### src/hw/rtl/gf16_poly_counter_prg_unit_macros.svh
// Assertion macros for the GF(2^16) polynomial counter PRG
`ifndef GF16_POLY_COUNTER_PRG_UNIT_MACROS_SVH
`define GF16_POLY_COUNTER_PRG_UNIT_MACROS_SVH

// same-cycle implication
`define GPCP_ASSERT_NOW(lbl, ante, cons) \
  lbl: assert property (@(posedge clk_i) disable iff (!rst_ni) (ante) |-> (cons)) \
    else $error("gf16pcp: same-cycle check failed");

// next-cycle implication
`define GPCP_ASSERT_NEXT(lbl, ante, cons) \
  lbl: assert property (@(posedge clk_i) disable iff (!rst_ni) (ante) |=> (cons)) \
    else $error("gf16pcp: next-cycle check failed");

`endif

### src/hw/rtl/gf16pcp_pkg.sv
// Package: types, constants, microcode ROM and GF arithmetic for the PRG
package gf16pcp_pkg;

  localparam int DefaultDegree = 3;
  localparam int NumCoef       = 4;
  localparam int CoefIdxW      = 2;
  localparam int CoefW         = 16;
  localparam int ByteW         = 8;
  localparam int CfgIdxW       = 4;
  localparam int StepW         = 3;

  localparam logic [ByteW-1:0] GfT5     = 8'd32;
  localparam logic [ByteW-1:0] ByteMask = 8'd255;

  typedef logic [StepW-1:0] step_t;

  localparam step_t StepFetch  = 3'd0;
  localparam step_t StepLoad   = 3'd1;
  localparam step_t StepMac    = 3'd2;
  localparam step_t StepEmitLo = 3'd3;
  localparam step_t StepEmitHi = 3'd4;

  typedef enum logic [1:0] {
    CondNext = 2'd0,
    CondPend = 2'd1,
    CondLoop = 2'd2,
    CondJump = 2'd3
  } cond_e;

  typedef struct packed {
    logic  accept;
    logic  load;
    logic  mac;
    logic  emit_lo;
    logic  emit_hi;
    cond_e cond;
    step_t target;
  } cw_t;

  // strobes issued by the sequencer, all but in_ready already gated by stalls
  typedef struct packed {
    logic in_ready;
    logic accept;
    logic load;
    logic mac;
    logic emit_lo;
    logic emit_hi;
  } ctl_t;

  // datapath status back to the sequencer
  typedef struct packed {
    logic in_valid;
    logic out_busy;
    logic pend;
    logic idx_zero;
  } stat_t;

  function automatic cw_t ucode_rom(step_t s);
    cw_t w;
    w = '{accept: 1'b0, load: 1'b0, mac: 1'b0, emit_lo: 1'b0, emit_hi: 1'b0,
          cond: CondJump, target: StepFetch};
    unique case (s)
      StepFetch: begin
        w.accept = 1'b1;
        w.cond   = CondPend;
        w.target = StepEmitHi;
      end
      StepLoad: begin
        w.load = 1'b1;
        w.cond = CondNext;
      end
      StepMac: begin
        w.mac    = 1'b1;
        w.cond   = CondLoop;
        w.target = StepMac;
      end
      StepEmitLo: begin
        w.emit_lo = 1'b1;
      end
      StepEmitHi: begin
        w.emit_hi = 1'b1;
      end
      default: begin
        w.cond = CondJump;
      end
    endcase
    return w;
  endfunction

  // AES field multiply, reduction by 0x11B
  function automatic logic [ByteW-1:0] gf8_mul(logic [ByteW-1:0] a, logic [ByteW-1:0] b);
    logic [ByteW-1:0] x;
    logic [ByteW-1:0] acc;
    x   = a;
    acc = '0;
    for (int k = 0; k < ByteW; k++) begin
      if (b[k]) acc = acc ^ x;
      x = x[ByteW-1] ? ((x << 1) ^ 8'h1B) : (x << 1);
    end
    return acc;
  endfunction

endpackage

### src/hw/rtl/gf16_poly_counter_prg_unit.sv
// Even request: accept to output valid through fetch, load, DEGREE MACs and emit.
// Odd request: fetch, then emit of the held high byte.
// Throughput is set by the single shared GF(2^16) multiply-add walked by the microcode loop;
// a new request is accepted only once the previous byte has been emitted.
// Reset (async, active low) clears coefficients, counter, phase and output valid.
module gf16_poly_counter_prg_unit
  import gf16pcp_pkg::*;
#(
  parameter int DEGREE = DefaultDegree
) (
  input  logic               clk_i,
  input  logic               rst_ni,
  input  logic               cfg_valid_i,
  output logic               cfg_ready_o,
  input  logic [CfgIdxW-1:0] cfg_index_i,
  input  logic [CoefW-1:0]   cfg_data_i,
  input  logic               in_valid_i,
  output logic               in_ready_o,
  input  logic               restart_i,
  output logic               out_valid_o,
  input  logic               out_ready_i,
  output logic [ByteW-1:0]   random_byte_o
);

  `include "gf16_poly_counter_prg_unit_macros.svh"

  ctl_t  ctl;
  stat_t stat;

  assign cfg_ready_o = 1'b1;
  assign in_ready_o  = ctl.in_ready;

  gf16pcp_seq u_seq (
    .clk_i  (clk_i),
    .rst_ni (rst_ni),
    .stat_i (stat),
    .ctl_o  (ctl)
  );

  gf16pcp_dpath #(
    .DEGREE (DEGREE)
  ) u_dpath (
    .clk_i         (clk_i),
    .rst_ni        (rst_ni),
    .ctl_i         (ctl),
    .cfg_we_i      (cfg_valid_i & cfg_ready_o),
    .cfg_index_i   (cfg_index_i),
    .cfg_data_i    (cfg_data_i),
    .in_valid_i    (in_valid_i),
    .restart_i     (restart_i),
    .out_ready_i   (out_ready_i),
    .out_valid_o   (out_valid_o),
    .random_byte_o (random_byte_o),
    .stat_o        (stat)
  );

  `GPCP_ASSERT_NEXT(a_emit_valid, ctl.emit_lo || ctl.emit_hi, out_valid_o)
  `GPCP_ASSERT_NOW(a_one_op, 1'b1,
                   $onehot0({ctl.accept, ctl.load, ctl.mac, ctl.emit_lo, ctl.emit_hi}))
  `GPCP_ASSERT_NEXT(a_loop_exit, ctl.mac && stat.idx_zero, !ctl.mac)

endmodule

### src/hw/rtl/gf16pcp_mul.sv
// GF(2^16) multiply-add over GF(2^8)[x]/(x^2 + x + t^5)
module gf16pcp_mul
  import gf16pcp_pkg::*;
(
  input  logic [CoefW-1:0] a_i,
  input  logic [CoefW-1:0] b_i,
  input  logic [CoefW-1:0] c_i,
  output logic [CoefW-1:0] y_o
);

  logic [ByteW-1:0] hh;
  logic [ByteW-1:0] lo;
  logic [ByteW-1:0] hi;

  always_comb begin
    hh = gf8_mul(a_i[15:8], b_i[15:8]);
    lo = gf8_mul(a_i[7:0], b_i[7:0]) ^ gf8_mul(GfT5, hh);
    hi = gf8_mul(a_i[15:8], b_i[7:0]) ^ gf8_mul(a_i[7:0], b_i[15:8]) ^ hh;
  end

  assign y_o = {hi, lo} ^ c_i;

endmodule

### src/hw/rtl/gf16pcp_seq.sv
// Microcode sequencer: step counter, control ROM and branch logic
module gf16pcp_seq
  import gf16pcp_pkg::*;
(
  input  logic  clk_i,
  input  logic  rst_ni,
  input  stat_t stat_i,
  output ctl_t  ctl_o
);

  step_t step_q, step_d;
  cw_t   cw;
  logic  stall;

  assign cw    = ucode_rom(step_q);
  assign stall = (cw.accept & ~stat_i.in_valid) |
                 ((cw.emit_lo | cw.emit_hi) & stat_i.out_busy);

  always_comb begin
    ctl_o.in_ready = cw.accept;
    ctl_o.accept   = cw.accept  & ~stall;
    ctl_o.load     = cw.load    & ~stall;
    ctl_o.mac      = cw.mac     & ~stall;
    ctl_o.emit_lo  = cw.emit_lo & ~stall;
    ctl_o.emit_hi  = cw.emit_hi & ~stall;
  end

  always_comb begin
    step_d = step_q;
    if (!stall) begin
      unique case (cw.cond)
        CondNext: step_d = step_q + 1'b1;
        CondPend: step_d = stat_i.pend ? cw.target : step_q + 1'b1;
        CondLoop: step_d = stat_i.idx_zero ? step_q + 1'b1 : cw.target;
        CondJump: step_d = cw.target;
        default:  step_d = StepFetch;
      endcase
    end
  end

  always_ff @(posedge clk_i or negedge rst_ni) begin
    if (!rst_ni) begin
      step_q <= StepFetch;
    end else begin
      step_q <= step_d;
    end
  end

endmodule

### src/hw/rtl/gf16pcp_dpath.sv
// Datapath: coefficients, counter, Horner accumulator and output register
module gf16pcp_dpath
  import gf16pcp_pkg::*;
#(
  parameter int DEGREE = DefaultDegree
) (
  input  logic               clk_i,
  input  logic               rst_ni,
  input  ctl_t               ctl_i,
  input  logic               cfg_we_i,
  input  logic [CfgIdxW-1:0] cfg_index_i,
  input  logic [CoefW-1:0]   cfg_data_i,
  input  logic               in_valid_i,
  input  logic               restart_i,
  input  logic               out_ready_i,
  output logic               out_valid_o,
  output logic [ByteW-1:0]   random_byte_o,
  output stat_t              stat_o
);

  localparam int IdxW = (DEGREE > 1) ? $clog2(DEGREE + 1) : 1;

  logic [CoefW-1:0] coef_q [NumCoef];
  logic [CoefW-1:0] cnt_q, cnt_d;
  logic             pend_q, pend_d;
  logic [ByteW-1:0] held_q, held_d;
  logic [CoefW-1:0] acc_q, acc_d;
  logic [IdxW-1:0]  idx_q, idx_d;
  logic             out_valid_q, out_valid_d;
  logic [ByteW-1:0] out_byte_q, out_byte_d;

  logic [IdxW-1:0]  idx_sel;
  logic [31:0]      sel_w;
  logic [CoefW-1:0] coef_cur;
  logic [CoefW-1:0] mac_y;

  assign idx_sel = ctl_i.load ? IdxW'(DEGREE) : idx_q;
  assign sel_w   = 32'(idx_sel);

  always_comb begin
    coef_cur = '0;
    if (sel_w < NumCoef) coef_cur = coef_q[sel_w[CoefIdxW-1:0]];
  end

  gf16pcp_mul u_mul (
    .a_i (acc_q),
    .b_i (cnt_q),
    .c_i (coef_cur),
    .y_o (mac_y)
  );

  always_comb begin
    cnt_d       = cnt_q;
    pend_d      = pend_q;
    held_d      = held_q;
    acc_d       = acc_q;
    idx_d       = idx_q;
    out_valid_d = out_valid_q & ~out_ready_i;
    out_byte_d  = out_byte_q;
    if (ctl_i.accept && restart_i) begin
      cnt_d  = '0;
      pend_d = 1'b0;
    end
    if (ctl_i.load) begin
      acc_d = coef_cur;
      idx_d = IdxW'(DEGREE - 1);
    end
    if (ctl_i.mac) begin
      acc_d = mac_y;
      idx_d = idx_q - 1'b1;
    end
    if (ctl_i.emit_lo) begin
      out_byte_d  = acc_q[7:0] & ByteMask;
      held_d      = acc_q[15:8];
      pend_d      = 1'b1;
      cnt_d       = cnt_q + 1'b1;
      out_valid_d = 1'b1;
    end
    if (ctl_i.emit_hi) begin
      out_byte_d  = held_q;
      pend_d      = 1'b0;
      out_valid_d = 1'b1;
    end
  end

  always_ff @(posedge clk_i or negedge rst_ni) begin
    if (!rst_ni) begin
      for (int i = 0; i < NumCoef; i++) coef_q[i] <= '0;
      cnt_q       <= '0;
      pend_q      <= 1'b0;
      held_q      <= '0;
      out_valid_q <= 1'b0;
    end else begin
      if (cfg_we_i && (32'(cfg_index_i) < NumCoef)) begin
        coef_q[cfg_index_i[CoefIdxW-1:0]] <= cfg_data_i;
      end
      cnt_q       <= cnt_d;
      pend_q      <= pend_d;
      held_q      <= held_d;
      out_valid_q <= out_valid_d;
    end
  end

  always_ff @(posedge clk_i) begin
    acc_q      <= acc_d;
    idx_q      <= idx_d;
    out_byte_q <= out_byte_d;
  end

  always_comb begin
    stat_o.in_valid = in_valid_i;
    stat_o.out_busy = out_valid_q & ~out_ready_i;
    stat_o.pend     = pend_q & ~restart_i;
    stat_o.idx_zero = (idx_q == '0);
  end

  assign out_valid_o   = out_valid_q;
  assign random_byte_o = out_byte_q;

endmodule
### config.mk
export PLATFORM = sky130hd
export DESIGN_NAME = gf16_poly_counter_prg_unit
export DESIGN_NICKNAME = d
export VERILOG_FILES = /design/src/hw/rtl/gf16pcp_pkg.sv /design/src/hw/rtl/gf16_poly_counter_prg_unit.sv /design/src/hw/rtl/gf16pcp_mul.sv /design/src/hw/rtl/gf16pcp_seq.sv /design/src/hw/rtl/gf16pcp_dpath.sv
export VERILOG_INCLUDE_DIRS = /design/src /design/src/hw/rtl
export SDC_FILE = /design/constraint.sdc
export NUM_CORES = 1
export LEC_CHECK = 0
export ABC_CLOCK_PERIOD_IN_PS = 3450
export BUFFER_PORTS_ARGS = -buffer_cell sky130_fd_sc_hd__buf_2
export CORE_ASPECT_RATIO = 1.5
export CORE_MARGIN = 2
export CORE_UTILIZATION = 30
export DETAILED_ROUTE_END_ITERATION = 12
export MAX_ROUTING_LAYER = met4
export PLACE_DENSITY = 0.52
export SKIP_CTS_REPAIR_TIMING = 1
export SLEW_MARGIN = 20
export SYNTH_ARGS = -nofsm -noshare
export SYNTH_HDL_FRONTEND = slang
export SYNTH_SLANG_ARGS = --single-unit
### constraint.sdc
create_clock -name clk_i -period 3.45 [get_ports clk_i]
set_input_delay 0.1725 -clock clk_i [delete_from_list [all_inputs] [get_ports clk_i]]
set_output_delay 0.1725 -clock clk_i [all_outputs]
set_load 0.01 [all_outputs]
-- Yosys cells after proc, flatten, opt, wreduce, memory -nomap -nowiden
Index checks and enable logic that the tools add are counted.
- add/subtract/negate cells: 3
- $lt $le $gt $ge: 5
- equal/unequal tests: 7
- muxes and demuxes: 85
- bitwise logic cells: 70
- reductions and logical operators: 10
- operators by type and width (cell ; number):
    $mux W8 ; 37
    $xor A8 B8 Y8 ; 31
    $mux W16 ; 8
    $mux W5 ; 15
    $not A4 Y4 ; 18
    $bwmux W64 ; 1
    $bmux W16 S2 ; 1
    $demux W16 S2 ; 1
    $add A16 B1 Y16 const B ; 1
    $xor A16 B16 Y16 ; 1
    $mux W7 ; 2
    $mux W6 ; 2
    $pmux W3 S4 ; 1
    $mux W1 ; 10
    $and A1 B1 Y1 ; 9
    $eq A3 B2 Y1 const B ; 2
    $ge A3 B3 Y1 const B ; 2
    $mux W2 ; 3
    $mux W3 ; 2
    $not A2 Y3 ; 2
    $pmux W2 S3 ; 1
    $pmux W3 S2 ; 1
    $reduce_bool A2 Y1 ; 3
    $not A5 Y5 ; 1
    16 further kinds ; 25
- bits in registers: 119
- bits of input ports: 26
- output and inout bits: 11
- word-level logic and storage cells: 192

-- Depth between registers and ports, before layout
- depth in word-level cells: 32
- depth in mapped cells: 12
- mapped depth without buffers: 9

-- Hierarchy
Synthesis repeated with hierarchy kept, for this count alone.
- cell total of the unflattened synthesis: 1092
- area total of the unflattened synthesis: 10650.2 um^2
- by module, submodules not included (module ; instances ; cells each ; area an instance (um^2) ; sequential area each (um^2)):
    gf16pcp_dpath ; 1 ; 380 ; 5337.6 ; 3032.9
    gf16pcp_mul ; 1 ; 661 ; 4890.9 ; 0.0
    gf16pcp_seq ; 1 ; 49 ; 410.4 ; 75.1
    gf16_poly_counter_prg_unit ; 1 ; 2 ; 11.3 ; 0.0

-- Worst setup path after synthesis
Ideal clock, no wire load.
- path type: reg-to-reg
- from: reg u_dpath.acc_q[15]
- to: reg u_dpath.acc_q[4] (data pin)
- setup time: 0.265 ns
- arrival time: 2.699 ns
- setup slack: 0.485 ns
- stages on the path, launching flop included: 11
- path buffers: 1
- clock period less this slack: 2.965 ns
- cell sequence: edfxtp_1 -> buf_6 -> xor2_2 -> xor2_2 -> nand2_2 -> xnor3_2 -> xnor2_4 -> xnor3_1 -> xnor2_1 -> mux2i_1 -> xor2_1
- word-level cells in the longest chain between the ends: 25
- ends and longest elaborated chain (what ; line ; source):
    start, declared ; gf16pcp_dpath.sv:27 ; logic [CoefW-1:0] acc_q, acc_d;
    start signal, assigned ; gf16pcp_dpath.sv:105 ; acc_q <= acc_d;
    $mux W5 (*) ; gf16pcp_pkg.sv:98 ; x = x[ByteW-1] ? ((x << 1) ^ 8'h1B) : (x << 1);
    $xor A8 B8 Y8 ; gf16pcp_pkg.sv:97 ; if (b[k]) acc = acc ^ x;
    $mux W8 ; gf16pcp_pkg.sv:97 ;
    $xor A8 B8 Y8 ; gf16pcp_pkg.sv:97 ;
    $mux W8 ; gf16pcp_pkg.sv:97 ;
    $xor A8 B8 Y8 ; gf16pcp_pkg.sv:97 ;
    $mux W8 ; gf16pcp_pkg.sv:97 ;
    $xor A8 B8 Y8 ; gf16pcp_pkg.sv:97 ;
    (+9 left out) ; n/a ;
    $mux W6 ; gf16pcp_pkg.sv:97 ;
    $mux W7 ; gf16pcp_pkg.sv:97 ;
    $not A4 Y4 (no source line) ; n/a ;
    $mux W8 (*) (2 in a row) ; gf16pcp_pkg.sv:97 ;
    $xor A8 B8 Y8 (*) ; gf16pcp_mul.sv:17 ; lo = gf8_mul(a_i[7:0], b_i[7:0]) ^ gf8_mul(GfT5, hh);
    $xor A16 B16 Y16 (*) ; gf16pcp_mul.sv:21 ; assign y_o = {hi, lo} ^ c_i;
    $mux W16 (*) ; gf16pcp_dpath.sv:68 ; if (ctl_i.mac) begin
    via u_dpath.acc_d[4] ; gf16pcp_dpath.sv:27 ;
Mark *: on every way through the listed nets, which the timed path passes. The rest lies on a longest branch.
A chain may end at the register's enable or synchronous reset.

-- Worst setup path in the final report
- from: reg u_dpath.acc_q[14]
- to: reg u_dpath.acc_q[3] (data pin)
- word-level cells in the longest chain between the ends: 24
- ends and longest elaborated chain (what ; line):
    $mux W5 ; gf16pcp_pkg.sv:98
    $xor A8 B8 Y8 ; gf16pcp_pkg.sv:97
    $mux W8 ; gf16pcp_pkg.sv:97
    $xor A8 B8 Y8 ; gf16pcp_pkg.sv:97
    $mux W8 ; gf16pcp_pkg.sv:97
    $xor A8 B8 Y8 ; gf16pcp_pkg.sv:97
    $mux W8 ; gf16pcp_pkg.sv:97
    $xor A8 B8 Y8 ; gf16pcp_pkg.sv:97
    (+9 left out) ; n/a
    $not A4 Y4 (no source line) ; n/a
    $mux W8 ; gf16pcp_pkg.sv:97
    $not A5 Y5 (no source line) ; n/a
    $mux W8 (*) ; gf16pcp_pkg.sv:97
    $xor A8 B8 Y8 (*) ; gf16pcp_mul.sv:17
    $xor A16 B16 Y16 (*) ; gf16pcp_mul.sv:21
    $mux W16 (*) ; gf16pcp_dpath.sv:68
    via u_dpath.acc_d[3] ; gf16pcp_dpath.sv:27
Marks and branches as above.

==> impl_metrics.py <==
metrics = {
    "pwr": {
        "power_density_nw_per_um2": 895,
        "vdd.ir_drop.worst_mv": 0.510,
        "p_leak_nw": 4.81,
    },
    "timing": {
        "min_period_over_period_pct": 94.5,
        "worst_pin_slew_ns": 0.759,
        "setup_viol": 0,
        "fin_skew_ns": 0.0196,
        "fin_setup_tns_ns": 0,
        "finalHoldViolations": 0,
        "timing.hold.ws_ns": 0.00242,
        "max_freq_ghz": 0.307,
        "rsz0062_at_grt": "no",
        "timing.final.max_slew_violations": 0,
        "finalCriticalPeriod_ns": 3.26,
        "slew_headroom_pct": 49.4,
    },
    "finish": {
        "drive_above_1_share_pct": 21.8,
        "final_common_cell": "nand2_1",
        "areaGrowthSynthToFinish_pct": 16.6,
        "diodes": 0,
        "layout_common_cells": "307 x nand2_1, 184 x xnor2_1, 93 x dfrtp_1",
        "nets": 1213,
    },
    "floorplanning": {
        "die_w_um": 155,
        "ios": 37,
        "die_area_um2": 35700,
        "start_util_pct": 30.5,
        "core-area_um2": 33500,
        "fp.dieH_um": 230,
        "row_count": 82,
    },
    "drt": {
        "vias_per_cell": 4.88,
        "vias": 7869,
        "drt_drc_violations_left": 0,
        "wl_per_cell_um": 18.8,
        "drt_pass1_iterations": 5,
        "wl_mm": 30.3,
        "drt_iter0_markers": 478,
        "drtAntennaViolNets": 0,
    },
    "synth": {
        "synth_flop_cell": "dfrtp_1",
        "synth_area_um2": 10200,
        "async_reset_ff_share_pct": 78.2,
        "synth_warnings": 0,
        "synth_cell_types": 56,
        "synth_cells": 1121,
        "synth_edf_count": 26,
        "syn_nets": 1154,
        "ys_seq_elements": 119,
        "ys_seq_area_share_pct": 30.3,
        "avgSynthCellArea_um2": 9.14,
    },
    "placed_design": {
        "port-buffer-count": 35,
        "hpwl_mm": 22.8,
        "gp_congestion": 0.862,
    },
    "setup_path": {
        "start_kind": "flop",
        "cp.arrival_ns": 3.44,
        "crit_fanout": 10,
        "crit_type": "flop to flop",
        "end_kind": "flop",
        "worstPathRequired_ns": 3.63,
    },
    "outcome": {
        "outcome": "finished, final reports clean",
    },
    "clocking": {
        "cts_buffers": 17,
        "clkTransAtPathRegs_ns": 0.07,
        "cts.sinks": 119,
        "clk_latency_ns": 0.45,
        "clock_path_buffers": 2,
        "h-tree-depth": 4,
        "cts-root-buf": "clkbuf_16",
        "cts_tree": "built",
    },
    "grt": {
        "antenna_found_initial": 0,
        "grt_pass1_wl_mm": 47.6,
        "grt_util_all_layers_pct": 18.1,
        "grt_pass1_vias": 8079,
        "grt-ovfl-total": 0,
        "grt_max_degree": 50,
    },
    "min_path": {
        "hold_path.class": "primary input to flop",
    },
    "job": {
        "drv_cap": 0,
    },
}
## worst paths after layout
| path | from | to | slack [ns] | cells after the start |
|---|---|---|---|---|
| min in group asynchronous | rst_ni | u_dpath.coef_q[42] | 0.30 | 2 |
| worst max register to register | u_dpath.acc_q[14] | u_dpath.acc_q[3] | 0.19 | 10 |
| max in group asynchronous | rst_ni | u_dpath.cnt_q[12] | 2.24 | 3 |
| worst min register to register | u_dpath.held_q[3] | u_dpath.held_q[3] | 0.48 | 2 |
| worst max-delay path | u_dpath.acc_q[14] | u_dpath.acc_q[3] | 0.19 | 10 |
| worst min-delay path | cfg_data_i[10] | u_dpath.coef_q[42] | 0.002 | 2 |
## synth_stat cells (all sizes together), types with 3 or more instances
cell      n  area share (%)
nor2b     5            0.31
nand2   309              11
mux2i    39             3.8
a22oi     7            0.56
ha        7            0.85
nand2b    6            0.37
mux2     83             9.2
and3      3            0.18
nor3      3            0.15
o21ai    38             1.9
o22ai     8            0.49
nor2     34             1.2
clkbuf   54             2.0
a32oi     3            0.26
xnor2   186              16
xor2     70             6.4
xor3     14             3.3
dfrtp    93              23
o211ai    4            0.29
xnor3    23             5.1
edfxtp   26             7.6
a21oi    18            0.88
buf      28             1.4
inv      16            0.59
nand4     4            0.24
nand3    13            0.64
## state kept, by name, summed over array words and instances (netlist names)
register,count
u_dpath.pend_q,1
u_dpath.idx_q,2
u_dpath.coef_q,64
u_dpath.out_valid_o,1
u_seq.step_q,3
u_dpath.acc_q,16
u_dpath.random_byte_o,8
u_dpath.held_q,8
u_dpath.cnt_q,16
## cells by family (layout without fill, tap and decap cells)
group                    count (synthesis)  in the layout  synth area share [%]
multiplexers                           122            122                  13.0
AND/OR/NAND/NOR                        387            387                  15.3
AO/OA/AOI/OAI                           94             94                  5.67
other                                    1              1                0.0366
adder cells (fa/ha/maj)                  7              7                 0.855
XOR/XNOR                               293            293                  30.9
flip-flops                             119            119                  30.3
buffers and inverters                   98            170                  3.99
## metal layers
metal  track usage [%]  part of all wire (%)
met1              19.6                    39
met2              32.8                    55
met3              2.19                   2.4
met4              8.54                   3.9
met5                 -                     0
## through the flow
| step | area (µm²) | total power, mW | std cells | worst slack (ns) | util (%) |
|---|---|---|---|---|---|
| floorplan | 10200 | 6.60 | 1121 | 0.485 | - |
| global placement | 11300 | 8.68 | 1578 | 0.214 | 33.6 |
| detailed placement | 11300 | 8.75 | 1578 | 0.216 | 33.6 |
| CTS | 11900 | 10.7 | 1610 | 0.167 | 35.5 |
| global route | 11900 | 11.3 | 1613 | 0.0129 | 35.6 |
| finish | 11900 | 10.7 | 1613 | 0.190 | 35.6 |
## worst max-delay path, stage by stage (launching register included)
cell      delay, ns
edfxtp_1       0.56
buf_12         0.21
xor2_2         0.36
xnor3_1        0.49
mux2i_1        0.14
a22oi_1        0.10
xnor3_2        0.46
xor2_2         0.29
xor2_1         0.19
nor2_1         0.07
xnor2_1        0.12
## area by class of cell
type | count | area [µm²]
Multi-Input combinational cell | 904 | 6750
Fill cell | 3385 | 21600
Clock inverter | 11 | 131
Inverter | 16 | 60.1
Timing Repair Buffer | 122 | 871
Tap cell | 420 | 526
Clock buffer | 21 | 503
Sequential cell | 119 | 3110
## power by group
| part | switching (mW) | internal, mW | total [mW] |
|---|---|---|---|
| logic | 3.45 | 2.92 | 6.36 |
| registers | 0.457 | 1.95 | 2.41 |
| clock network | 0.721 | 1.20 | 1.92 |
Note: power is estimated with default switching activity, not from simulation.
